File: src/rtl/i2cee_pkg.sv
// i2cee_pkg: types and constants for the I2C EEPROM transfer sequencer.
// No dependencies; imported by the sequencer and its checker.
package i2cee_pkg;

    typedef enum logic [2:0] {
        OP_READ      = 3'd0,
        OP_WRITE     = 3'd1,
        OP_START_RES = 3'd2,
        OP_BYTE_DONE = 3'd3,
        OP_STOP_RES  = 3'd4,
        OP_TIMER     = 3'd5,
        OP_INIT      = 3'd6
    } t_op;

    typedef enum logic [2:0] {
        CMD_NONE       = 3'd0,
        CMD_START      = 3'd1,
        CMD_SEND       = 3'd2,
        CMD_RX_ACK     = 3'd3,
        CMD_RX_NACK    = 3'd4,
        CMD_STOP       = 3'd5,
        CMD_STOP_TIMER = 3'd6
    } t_cmd;

    typedef enum logic [2:0] {
        STS_OK     = 3'd0,
        STS_BUSY   = 3'd1,
        STS_BUS    = 3'd2,
        STS_START  = 3'd3,
        STS_NOACK  = 3'd4,
        STS_VERIFY = 3'd5,
        STS_RETRY  = 3'd6
    } t_status;

    typedef enum logic [3:0] {
        ST_INIT        = 4'd0,
        ST_RESET_START = 4'd1,
        ST_RESET_STOP  = 4'd2,
        ST_IDLE        = 4'd3,
        ST_ERR_BUS     = 4'd4,
        ST_ERR_START   = 4'd5,
        ST_ERR_ACK     = 4'd6,
        ST_ERR_VERIFY  = 4'd7,
        ST_XF_START    = 4'd8,
        ST_XF_ADDR_HI  = 4'd9,
        ST_XF_ADDR_LO  = 4'd10,
        ST_RD_RESTART  = 4'd11,
        ST_RD_RX       = 4'd12,
        ST_WR_DATA     = 4'd13,
        ST_WR_WAIT     = 4'd14
    } t_state;

    typedef enum logic [1:0] {
        REG_KEY_AREA     = 2'd0,
        REG_MAIN_AREA    = 2'd1,
        REG_SERVICE_AREA = 2'd2,
        REG_SCRATCH_AREA = 2'd3
    } t_reg;

    localparam logic [7:0] ADDR_RESET = 8'hFF;
    localparam logic [7:0] ADDR_READ  = 8'hA1;
    localparam logic [7:0] ADDR_WRITE = 8'hA0;

endpackage

File: src/rtl/i2c_eeprom_transfer_sequencer.sv
// Channel   | handshake                 | payload
// ----------+---------------------------+-------------------------------------------
// input     | i_in_valid  / o_in_stall  | operation, start_ok, ack, rx_byte, bus_free,
//           |                           | area, length, write_byte
// output    | o_out_valid / i_out_stall | bus_command, bus_byte, read_*, status_*,
//           |                           | next_index
// config    | i_cfg_we (no handshake)   | i_cfg_index, i_cfg_data
//
// Every event taken gives one result beat: it is held in the input register, then
// passes through the sequencer decision into the result register.
// One event per cycle unless the result stalls; state updates in the second stage.
// Reset (synchronous, active low) puts the sequencer in its init state and empties
// both stages. A stalled result holds the result register; the input stage keeps
// accepting until it also holds an event.
//
// Depends on i2cee_pkg.
module i2c_eeprom_transfer_sequencer #(
    parameter int PAGE_BYTES = 32
) (
    input  logic        i_clk,
    input  logic        i_rst_n,

    input  logic        i_cfg_we,
    input  logic [1:0]  i_cfg_index,
    input  logic [15:0] i_cfg_data,

    input  logic        i_in_valid,
    output logic        o_in_stall,
    input  logic [2:0]  i_operation,
    input  logic        i_start_ok,
    input  logic        i_ack,
    input  logic [7:0]  i_rx_byte,
    input  logic        i_bus_free,
    input  logic [1:0]  i_area,
    input  logic [15:0] i_length,
    input  logic [7:0]  i_write_byte,

    output logic        o_out_valid,
    input  logic        i_out_stall,
    output logic [2:0]  o_bus_command,
    output logic [7:0]  o_bus_byte,
    output logic        o_read_valid,
    output logic [7:0]  o_read_byte,
    output logic [15:0] o_read_index,
    output logic        o_status_valid,
    output logic [2:0]  o_status,
    output logic [15:0] o_next_index
);
    import i2cee_pkg::*;

    localparam int PAGE_W = (PAGE_BYTES > 1) ? $clog2(PAGE_BYTES) : 1;
    localparam logic [PAGE_W-1:0] PAGE_LAST = PAGE_W'(PAGE_BYTES - 1);
    localparam logic [15:0] PAGE_STEP = 16'(PAGE_BYTES);

    // area base registers
    logic [15:0] r_area_base [4];

    // input stage
    logic        r_in_valid;
    logic [2:0]  r_op;
    logic        r_start_ok;
    logic        r_ack;
    logic [7:0]  r_rx;
    logic        r_bus_free;
    logic [1:0]  r_area;
    logic [15:0] r_len_in;
    logic [7:0]  r_wbyte;

    // sequencer state
    t_state      r_state,  n_state;
    logic [15:0] r_count,  n_count;
    logic [15:0] r_length, n_length;
    logic [15:0] r_addr,   n_addr;
    logic [7:0]  r_last,   n_last;
    logic        r_is_wr,  n_is_wr;
    logic [PAGE_W-1:0] r_page, n_page;

    // result stage
    logic        r_out_valid;
    t_cmd        r_cmd,     n_cmd;
    logic [7:0]  r_bbyte,   n_bbyte;
    logic        r_rvalid,  n_rvalid;
    logic [7:0]  r_rbyte,   n_rbyte;
    logic [15:0] r_rindex,  n_rindex;
    logic        r_svalid,  n_svalid;
    t_status     r_status,  n_status;
    logic [15:0] r_nindex,  n_nindex;

    logic        out_free;
    logic        fire;
    logic [15:0] count_inc;
    logic [15:0] count_inc2;
    logic        page_hit;

    assign out_free   = !r_out_valid || !i_out_stall;
    assign fire       = r_in_valid && out_free;
    assign o_in_stall = r_in_valid && !out_free;

    assign count_inc  = r_count + 16'd1;
    assign count_inc2 = r_count + 16'd2;
    assign page_hit   = (r_page == PAGE_LAST);

    always_ff @(posedge i_clk) begin
        if (!i_rst_n) begin
            for (int k = 0; k < 4; k++) begin
                r_area_base[k] <= '0;
            end
        end else if (i_cfg_we) begin
            r_area_base[i_cfg_index] <= i_cfg_data;
        end
    end

    always_ff @(posedge i_clk) begin
        if (!i_rst_n) begin
            r_in_valid <= 1'b0;
        end else if (!o_in_stall) begin
            r_in_valid <= i_in_valid;
        end
    end

    always_ff @(posedge i_clk) begin
        if (i_in_valid && !o_in_stall) begin
            r_op       <= i_operation;
            r_start_ok <= i_start_ok;
            r_ack      <= i_ack;
            r_rx       <= i_rx_byte;
            r_bus_free <= i_bus_free;
            r_area     <= i_area;
            r_len_in   <= i_length;
            r_wbyte    <= i_write_byte;
        end
    end

    always_comb begin
        n_state  = r_state;
        n_count  = r_count;
        n_length = r_length;
        n_addr   = r_addr;
        n_last   = r_last;
        n_is_wr  = r_is_wr;
        n_page   = r_page;
        n_cmd    = CMD_NONE;
        n_bbyte  = '0;
        n_rvalid = 1'b0;
        n_rbyte  = '0;
        n_rindex = '0;
        n_svalid = 1'b0;
        n_status = STS_OK;

        case (r_op)
            OP_READ, OP_WRITE: begin
                n_svalid = 1'b1;
                case (r_state)
                    ST_INIT, ST_RESET_START, ST_RESET_STOP: n_status = STS_RETRY;
                    ST_IDLE: begin
                        n_svalid = 1'b0;
                        n_length = r_len_in;
                        n_count  = '0;
                        n_page   = '0;
                        n_addr   = r_area_base[r_area];
                        n_is_wr  = (r_op == OP_WRITE);
                        n_state  = ST_XF_START;
                        n_cmd    = CMD_START;
                        n_bbyte  = ADDR_WRITE;
                    end
                    ST_ERR_BUS:    n_status = STS_BUS;
                    ST_ERR_START:  n_status = STS_START;
                    ST_ERR_ACK:    n_status = STS_NOACK;
                    ST_ERR_VERIFY: n_status = STS_VERIFY;
                    default:       n_status = STS_BUSY;
                endcase
            end
            OP_START_RES: begin
                if (!r_start_ok && (r_state == ST_RESET_START || r_state == ST_XF_START ||
                                    r_state == ST_RD_RESTART)) begin
                    n_state  = ST_ERR_START;
                    n_svalid = 1'b1;
                    n_status = STS_START;
                end
            end
            OP_BYTE_DONE: begin
                case (r_state)
                    ST_RESET_START: begin
                        n_state = ST_RESET_STOP;
                        n_cmd   = CMD_STOP;
                    end
                    ST_XF_START, ST_XF_ADDR_HI, ST_XF_ADDR_LO, ST_RD_RESTART,
                    ST_WR_DATA: begin
                        if (!r_ack) begin
                            n_state  = ST_ERR_ACK;
                            n_svalid = 1'b1;
                            n_status = STS_NOACK;
                        end else begin
                            case (r_state)
                                ST_XF_START: begin
                                    n_state = ST_XF_ADDR_HI;
                                    n_cmd   = CMD_SEND;
                                    n_bbyte = r_addr[15:8];
                                end
                                ST_XF_ADDR_HI: begin
                                    n_state = ST_XF_ADDR_LO;
                                    n_cmd   = CMD_SEND;
                                    n_bbyte = r_addr[7:0];
                                end
                                ST_XF_ADDR_LO: begin
                                    if (r_is_wr) begin
                                        n_state = ST_WR_DATA;
                                        n_last  = r_wbyte;
                                        n_cmd   = CMD_SEND;
                                        n_bbyte = r_wbyte;
                                    end else begin
                                        n_state = ST_RD_RESTART;
                                        n_cmd   = CMD_START;
                                        n_bbyte = ADDR_READ;
                                    end
                                end
                                ST_RD_RESTART: begin
                                    n_state = ST_RD_RX;
                                    n_cmd   = (count_inc == r_length) ? CMD_RX_NACK
                                                                      : CMD_RX_ACK;
                                end
                                default: begin
                                    // write data: readback must match the byte sent
                                    if (r_rx != r_last) begin
                                        n_state  = ST_ERR_VERIFY;
                                        n_svalid = 1'b1;
                                        n_status = STS_VERIFY;
                                    end else begin
                                        n_count = count_inc;
                                        n_page  = page_hit ? '0 : r_page + PAGE_W'(1);
                                        if (count_inc == r_length || page_hit) begin
                                            n_state = ST_WR_WAIT;
                                            n_cmd   = CMD_STOP_TIMER;
                                        end else begin
                                            n_last  = r_wbyte;
                                            n_cmd   = CMD_SEND;
                                            n_bbyte = r_wbyte;
                                        end
                                    end
                                end
                            endcase
                        end
                    end
                    ST_RD_RX: begin
                        n_rvalid = 1'b1;
                        n_rbyte  = r_rx;
                        n_rindex = r_count;
                        n_count  = count_inc;
                        if (count_inc == r_length) begin
                            n_state  = ST_IDLE;
                            n_cmd    = CMD_STOP;
                            n_svalid = 1'b1;
                            n_status = STS_OK;
                        end else begin
                            // last byte gets the NACK
                            n_cmd = (count_inc2 == r_length) ? CMD_RX_NACK : CMD_RX_ACK;
                        end
                    end
                    default: ;
                endcase
            end
            OP_STOP_RES: begin
                if (r_state == ST_RESET_STOP) begin
                    if (r_bus_free) begin
                        n_state = ST_IDLE;
                    end else begin
                        n_state  = ST_ERR_BUS;
                        n_svalid = 1'b1;
                        n_status = STS_BUS;
                    end
                end
            end
            OP_TIMER: begin
                if (r_state == ST_WR_WAIT) begin
                    if (r_count == r_length) begin
                        n_state  = ST_IDLE;
                        n_cmd    = CMD_STOP;
                        n_svalid = 1'b1;
                        n_status = STS_OK;
                    end else begin
                        n_addr  = r_addr + PAGE_STEP;
                        n_state = ST_XF_START;
                        n_cmd   = CMD_START;
                        n_bbyte = ADDR_WRITE;
                    end
                end
            end
            OP_INIT: begin
                n_state = ST_RESET_START;
                n_cmd   = CMD_START;
                n_bbyte = ADDR_RESET;
            end
            default: ;
        endcase

        n_nindex = n_count + ((n_state == ST_WR_DATA) ? 16'd1 : 16'd0);
    end

    always_ff @(posedge i_clk) begin
        if (!i_rst_n) begin
            r_state  <= ST_INIT;
            r_count  <= '0;
            r_length <= '0;
            r_addr   <= '0;
            r_last   <= '0;
            r_is_wr  <= 1'b0;
            r_page   <= '0;
        end else if (fire) begin
            r_state  <= n_state;
            r_count  <= n_count;
            r_length <= n_length;
            r_addr   <= n_addr;
            r_last   <= n_last;
            r_is_wr  <= n_is_wr;
            r_page   <= n_page;
        end
    end

    always_ff @(posedge i_clk) begin
        if (!i_rst_n) begin
            r_out_valid <= 1'b0;
        end else if (out_free) begin
            r_out_valid <= r_in_valid;
        end
    end

    always_ff @(posedge i_clk) begin
        if (fire) begin
            r_cmd    <= n_cmd;
            r_bbyte  <= n_bbyte;
            r_rvalid <= n_rvalid;
            r_rbyte  <= n_rbyte;
            r_rindex <= n_rindex;
            r_svalid <= n_svalid;
            r_status <= n_status;
            r_nindex <= n_nindex;
        end
    end

    assign o_out_valid    = r_out_valid;
    assign o_bus_command  = r_cmd;
    assign o_bus_byte     = r_bbyte;
    assign o_read_valid   = r_rvalid;
    assign o_read_byte    = r_rbyte;
    assign o_read_index   = r_rindex;
    assign o_status_valid = r_svalid;
    assign o_status       = r_status;
    assign o_next_index   = r_nindex;

endmodule

File: config.mk
export PLATFORM = sky130hd
export DESIGN_NAME = i2c_eeprom_transfer_sequencer
export DESIGN_NICKNAME = d
export VERILOG_FILES = /design/src/rtl/i2cee_pkg.sv /design/src/rtl/i2c_eeprom_transfer_sequencer.sv
export SDC_FILE = /design/constraint.sdc
export NUM_CORES = 1
export LEC_CHECK = 0
export ABC_AREA = 1
export BUFFER_PORTS_ARGS = -buffer_cell sky130_fd_sc_hd__buf_2
export CORE_MARGIN = 5
export CORE_UTILIZATION = 54
export DETAILED_ROUTE_END_ITERATION = 12
export PLACE_DENSITY = 0.85
export SYNTH_ARGS = -nofsm -noshare
export SYNTH_HDL_FRONTEND = slang
export SYNTH_SLANG_ARGS = --single-unit
File: constraint.sdc
create_clock -name i_clk -period 3.1 [get_ports i_clk]
set_input_delay 0.31 -clock i_clk [delete_from_list [all_inputs] [get_ports i_clk]]
set_output_delay 0.31 -clock i_clk [all_outputs]
set_load 0.01 [all_outputs]
### Word-level counts from Yosys, hierarchy flattened

Memories as Yosys holds them, arrays and structs flattened. A register that Yosys moved wholly into a read port is not among the register bits.
Index checks and enable logic that the tools add are counted.

| storage, ports and cells | value |
|---|---|
| register bits | 164 |
| bits in latches | 0 |
| RAM bits | 64 |
| memory bits (read-only) | 0 |
| memories | 1 |

Memory list:

| memory | depth | bits a word | rd ports | clocked after Yosys merged registers in | wr ports | line | RTL |
|---|---|---|---|---|---|---|---|
| r_area_base | 4 | 16 | 1 | 1 | 4 | i2c_eeprom_transfer_sequencer.sv:56 | `logic [15:0] r_area_base [4];` |

| cells by class | value |
|---|---|
| add/subtract/negate cells | 5 |
| multiply operators | 0 |
| divide/modulo/power cells | 0 |
| order comparisons | 0 |
| equal/unequal tests | 36 |
| shift-type cells | 0 |
| mux-type cells | 89 |
| bitwise logic cells | 1 |
| reductions and logical operators | 29 |

Operators with widths:

| cell | count |
|---|---|
| two-way mux 16 bit | 8 |
| one-hot mux 16 bit (2 select lines) | 3 |
| two-way mux 8 bit | 11 |
| one-hot mux 8 bit (4 select lines) | 2 |
| == test 16 bit | 3 |
| two-way mux 3 bit | 14 |
| two-way mux 4 bit | 9 |
| == test 4 bit (second input constant) | 8 |
| two-way mux 5 bit | 6 |
| one-hot mux 3 bit (4 select lines) | 2 |
| one-hot mux 4 bit (6 select lines) | 1 |
| two-way mux 1 bit | 18 |
| one-hot mux 3 bit (3 select lines) | 2 |
| one-hot mux 3 bit (6 select lines) | 1 |
| adder 16 x 1 -> 16 bit | 1 |
| adder 16 x 1 -> 16 bit (second input constant) | 1 |
| adder 16 x 2 -> 16 bit (second input constant) | 1 |
| adder 16 x 6 -> 16 bit (second input constant) | 1 |
| == test 4 x 3 -> 1 bit (second input constant) | 4 |
| one-hot mux 4 bit (4 select lines) | 1 |
| one-hot mux 8 bit (2 select lines) | 1 |
| OR reduction 16 bit | 1 |
| inequality test 2 bit (second input constant) | 7 |
| two-way mux 2 bit | 6 |
| other kinds (29) | 48 |

### Logic depth before layout (Yosys ltp)

| depth | value |
|---|---|
| word-level depth | 12 |
| depth in mapped cells | 28 |

### Worst setup path after synthesis

Ideal clock, no wire load.

| timing path | value |
|---|---|
| path type | reg-to-reg |
| start point | register r_count[2] |
| end point | register r_nindex[8], in the netlist o_next_index[8] (data pin) |
| setup time | 259 ps |
| data arrival time | 2,931 ps |
| data required time | 2,841 ps |
| setup slack | -90 ps |
| cell stages (with the launch flop) | 26 |
| path buffers | 0 |
| clock period less this slack | 3,190 ps |
| cell sequence | dfxtp_1 > ha_1 > nand2_1 > nor2_4 > nand3_4 > nor2_2 > nand2_1 > nand2_1 > inv_1 > nand2_1 > nor2_2 > nand3_4 > nand2_4 > o21bai_1 > nand2_1 > nand2_1 > nand2_1 > nor2_1 > nand2_1 > nor2_1 > ha_1 > ha_1 > nand2_1 > a21oi_2 > nand2_1 > xnor2_1 |

| between the ends | value |
|---|---|
| word-level cells in the longest chain between the ends | 12 |

Ends and longest elaborated chain:

| what | line | RTL |
|---|---|---|
| start: declaration | i2c_eeprom_transfer_sequencer.sv:71 | `logic [15:0] r_count, n_count;` |
| start signal: assignment | i2c_eeprom_transfer_sequencer.sv:310 | `r_count <= n_count;` |
| adder 16 x 1 -> 16 bit | i2c_eeprom_transfer_sequencer.sv:99 | `assign count_inc = r_count + 16'd1;` |
| == test 16 bit | i2c_eeprom_transfer_sequencer.sv:231, i2c_eeprom_transfer_sequencer.sv:249 |  |
| logical OR 1 bit | i2c_eeprom_transfer_sequencer.sv:231 | `if (count_inc == r_length \|\| page_hit) begin` |
| two-way mux 4 bit | i2c_eeprom_transfer_sequencer.sv:231 |  |
| two-way mux 4 bit | i2c_eeprom_transfer_sequencer.sv:224 | `if (r_rx != r_last) begin` |
| one-hot mux 4 bit (4 select lines) | i2c_eeprom_transfer_sequencer.sv:194 | `case (r_state)` |
| two-way mux 4 bit | i2c_eeprom_transfer_sequencer.sv:189 | `if (!r_ack) begin` |
| one-hot mux 4 bit (3 select lines) | i2c_eeprom_transfer_sequencer.sv:182 | `case (r_state)` |
| one-hot mux 4 bit (6 select lines) | i2c_eeprom_transfer_sequencer.sv:150 | `case (r_op)` |
| == test 4 bit | i2c_eeprom_transfer_sequencer.sv:296 | `n_nindex = n_count + ((n_state == ST_WR_DATA) ? 16'd1 : 16'd0);` |
| two-way mux 1 bit | i2c_eeprom_transfer_sequencer.sv:296 |  |
| adder 16 x 1 -> 16 bit * | i2c_eeprom_transfer_sequencer.sv:296 |  |
| via n_nindex[8] | i2c_eeprom_transfer_sequencer.sv:87 | `logic [15:0] r_nindex, n_nindex;` |
| end signal: assignment | i2c_eeprom_transfer_sequencer.sv:336 | `r_nindex <= n_nindex;` |
| end: declaration | i2c_eeprom_transfer_sequencer.sv:87 |  |

The timed path passes the listed nets; every way through them passes the cells marked *.
A chain may end at the register's enable or synchronous reset.

### Final worst setup path

| timing path | value |
|---|---|
| start point | register r_count[1] |
| end point | register r_nindex[12], in the netlist o_next_index[12] (data pin) |

Same word-level chain as after synthesis.

==> results <==
- The total placed instance area is between 10000 and 15000 um^2.
- Clock tree synthesis found a total of between 200 and 250 sinks.
- Setup repair after global routing could not meet its margin everywhere.
- The power density over the cells is 503 nW/um^2.
- In this run the core area contains 54 standard-cell rows.
- STA puts the critical path data arrival time at 3.47 ns.
- The number of max-cap violations is 0.
- The number of DRC violations after detailed-routing iteration 0 is roughly 1200.
- After the last flow step, the layout net total stands at 1727.
- The cell area after layout is 15000 um^2.
- The routed wire length per instance is roughly 18 um.
- The post-synthesis sequential area ratio is 0.529.
- The final reports fail on setup timing.
- For this configuration, the core starts out at a cell density of 0.542.
- By area, the combinational part of the netlist is dominated by simple AND/OR/NAND/NOR gates.
- Entering global routing, the biggest net connects 48 pins.
- The clock root buffer is clkbuf_16.
- After synthesis, the share of cell area in mux cells is 0.
- The overflow left after global routing is 0.
- Counting flops with a built-in enable in the synthesized netlist gives 160.
- The synthesized netlist contains between 50 and 60 unique library cells.
- The count of final max-slew check failures is 0.
- The die covers roughly 25000 um^2.
- The post-synthesis share of cell area spent on xor and xnor gates is 0.0350.
- In this run the worst hold path is classified as input pin to register.
- For this run, the leading register cell type out of synthesis is edfxtp_1.
- The total number of H-tree levels is 1.
- The capturing element type of the critical path is a register.
- The total number of vias is ~11000.
- The worst pin sits at a relative slew slack of 0.371.
- The worst setup path is launched from a register.
- By instance count, the leading cell after synthesis is nand2_1.
- The HPWL reported at the end of detailed placement is about 25000 um.
- The proportion of netlist area held by the largest area contributor is 0.410.
- The compound-gate portion of the synthesized area is 0.114.
- The number of nets handed over by synthesis was about 1400.
- The width of the die is between 150 and 200 um.
- For this run, design rule violations remaining after detail routing come to 0.
- TritonCTS built the clock tree.
- The count of yosys warnings during synthesis is 0.
- The start-to-end type of the worst setup path is register to register.
- The total track usage is 0.282.
- The worst slack at placement is -0.165 ns.
- Ranked by instance count, the synthesized netlist is headed by nand2_1 (267), nor2_1 (213), edfxtp_1 (160).
- The final hold slack is about 0.1 ns.
- The final critical path time including I/O delays and setup is between 3 and 4 ns.
- The leakage power of the design is around 6.5 nW.
- Of the total synthesized cell area, the portion taken by full adders, half adders and majority gates is 0.00747.
- The clock arrives with roughly 0.021 ns of skew.
- The clock latency of the later-clocked register in the worst-skew pair is 0.54 ns.
- The average cell area after synthesis is 8.51 um^2.
- Synthesis inferred 230 register bits.
- Port buffering added 120 buffers.
- Of all flip-flops after synthesis, the portion carrying an async set or reset was 0.
- Sorting the synthesized cells by area gives the leading types as edfxtp_1 (41%), dfxtp_1 (12%), nand2_1 (8.5%).
- The core region is 21600 um^2.
- The total routed wirelength is 35400 um.
- The number of global-route vias before repair is between 10000 and 15000.
- The share of cells above drive strength 1 is 0.248.
- Across the VDD grid, the largest voltage drop is between 0.6 and 0.7 mV.
- The gate count after technology mapping is 1377.
- The first-pass GRT wire length is 55500 um.
- The total CTS buffers is 25.
- The first-pass detailed-route iteration total is 6.
- The number of hold-slack violations in the final timing report came to 0.
- The flow ran to the end, but the final reports show violations.
- The total I/O pin count is approximately 120.
- The final setup violation count is 6.
- The initial antenna violation count is 1.
- The peak fanout along the critical path is 4.
- The mapped netlist covers 11700 um^2.
- The utilization after layout is 0.693.
- In the finished design, the share of the clock period the worst path needs comes to 1.02.
- Of the total synthesized cell area, the portion taken by AND, OR, NAND and NOR gates is 0.244.
- The transition time of the tightest slew-check pin is about 0.94 ns.
- The clock passes through at most 3 buffers.
- The leading area contributor after synthesis is edfxtp_1.
- The via density per instance is 5.62.
- Static timing analysis puts the maximum clock frequency at around 320 MHz.
- The area growth from synthesis to layout is 27.8%.
- The die is ~160 um tall.
- The count of antenna-violating nets left after detailed routing is 0.
- Routability-driven placement finished with a final weighted congestion of approximately 0.98.
- Setup slack on the critical path of the routed design comes to -0.0707 ns.
- The clock-pin slew on the worst setup and hold paths is about 0.06 ns.
- Data on the critical path is required at its endpoint by around 3.4 ns.
==> registers in the layout (all words and copies together), names as in the netlist, 4 cells and up, named ones only <==
register / flops
o_next_index: 16
o_read_index: 16
r_addr: 16
r_area_base: 64
r_page: 5
o_bus_byte: 8
r_last: 8
r_state: 4
r_rx: 8
r_count: 16
r_len_in: 16
r_length: 16
r_wbyte: 8
o_read_byte: 8
==> final cells by class <==
| class | instances | area [um^2] |
|---|---|---|
| diodes | 1 | 2.50 |
| clock buffers | 28 | 637 |
| clock inverters | 18 | 208 |
| fillers | 1643 | 6640 |
| inverters | 166 | 631 |
| multi-input cells | 936 | 4860 |
| flip-flops and latches | 230 | 6220 |
| well taps | 280 | 350 |
| repair buffers | 298 | 2070 |
==> cells by family (layout without fill, tap and decap cells) <==
family / count (synthesis) / count (layout)
xor gates and xnor gates: 46 / 46
other: 0 / 1
and+or+nand+nor: 647 / 647
adders and majority gates: 7 / 7
AOI/OAI and AO/OA: 236 / 236
buffers and inverters: 211 / 510
DFF: 230 / 230
==> cells in the final DEF, fill, tap and decap left out, types with 4 or more instances in the layout <==
cell             n
edfxtp_1       160
a21oi_1         59
dlygate4sd3_1   40
a211oi_1         5
nand2_2         23
xor2_1          27
inv_2           19
clkbuf_16       25
buf_4          131
o21ai_1         11
nor2_4          12
xnor2_1         18
o21ai_0        111
nor3_1          28
nor2_2          17
nand2_4          7
nand3_2          5
buf_6            6
clkinv_2         8
nand2_1        254
ha_4             4
dfxtp_1         63
a31oi_1         13
nand4_1         24
bufinv_16        4
dfxtp_2          5
inv_1          146
nor2_1         206
o22ai_1          6
nand3_1         59
buf_2          120
o21ai_2          7
==> critical path, cell delays in order (launching register included) <==
cell      delay (ns)
dfxtp_4         0.37
ha_4            0.16
nand2_4         0.06
nor2_4          0.09
buf_6           0.13
nand3_4         0.08
nor2_4          0.15
nand2_2         0.06
nand2_2         0.06
inv_1           0.04
nand2_1         0.06
nor2_2          0.05
nand3_4         0.11
nand2_4         0.05
o21bai_1        0.16
nand2_1         0.10
nand2_2         0.07
nand2_1         0.05
nor2_1          0.08
nand2_1         0.07
nor2_2          0.14
ha_4            0.19
ha_4            0.15
nand2_4         0.06
a21oi_4         0.19
nand3_1         0.09
nand2_1         0.08
nand2_1         0.05
==> what timing repair did <==
item                                   CTS  global route
setup endpoints to repair                7            14
pin swaps                               10            26
hold buffers                            40             0
buffers inserted                         6             5
gates resized for setup                 20            38
endpoints found under the hold margin   42             0
==> final timing paths <==
kind / cells after the start / endpoint / slack (ns) / startpoint
setup reg to reg: 27 / o_next_index[12] / -0.07 / r_count[1]
hold reg to reg: 2 / register / 0.46 / r_area[1]
hold / removal: 3 / r_in_valid / 0.10 / i_in_valid
setup / recovery: 27 / o_next_index[12] / -0.07 / r_count[1]
==> per-layer routing <==
layer	track usage	vias to the layer above	wire, um
li1	-	5158	-
met1	0.343	5074	13200
met2	0.487	611	17200
met3	0.0349	152	2730
met4	0.154	0	2290
met5	0	-	0
==> per-stage QoR <==
stage / setup TNS (ns) / total power [W] / instances
global placement: -0.269 / 0.00439 / 1859
finish: -0.287 / 0.00753 / 1957
CTS: 0 / 0.00751 / 1951
detailed placement: -0.725 / 0.00441 / 1859
floorplan: 0 / 0.00404 / 1377
global route: -2.73 / 0.00777 / 1957
==> power by group <==
part / internal [W] / switching (W) / leakage [nW]
Sequential: 0.00344 / 0.0000774 / 2.14
Clock: 0.00182 / 0.00127 / 0.418
Combinational: 0.000352 / 0.000567 / 3.95
Total: 0.00562 / 0.00191 / 6.52
No activity file was read; power rests on OpenSTA's default activity.
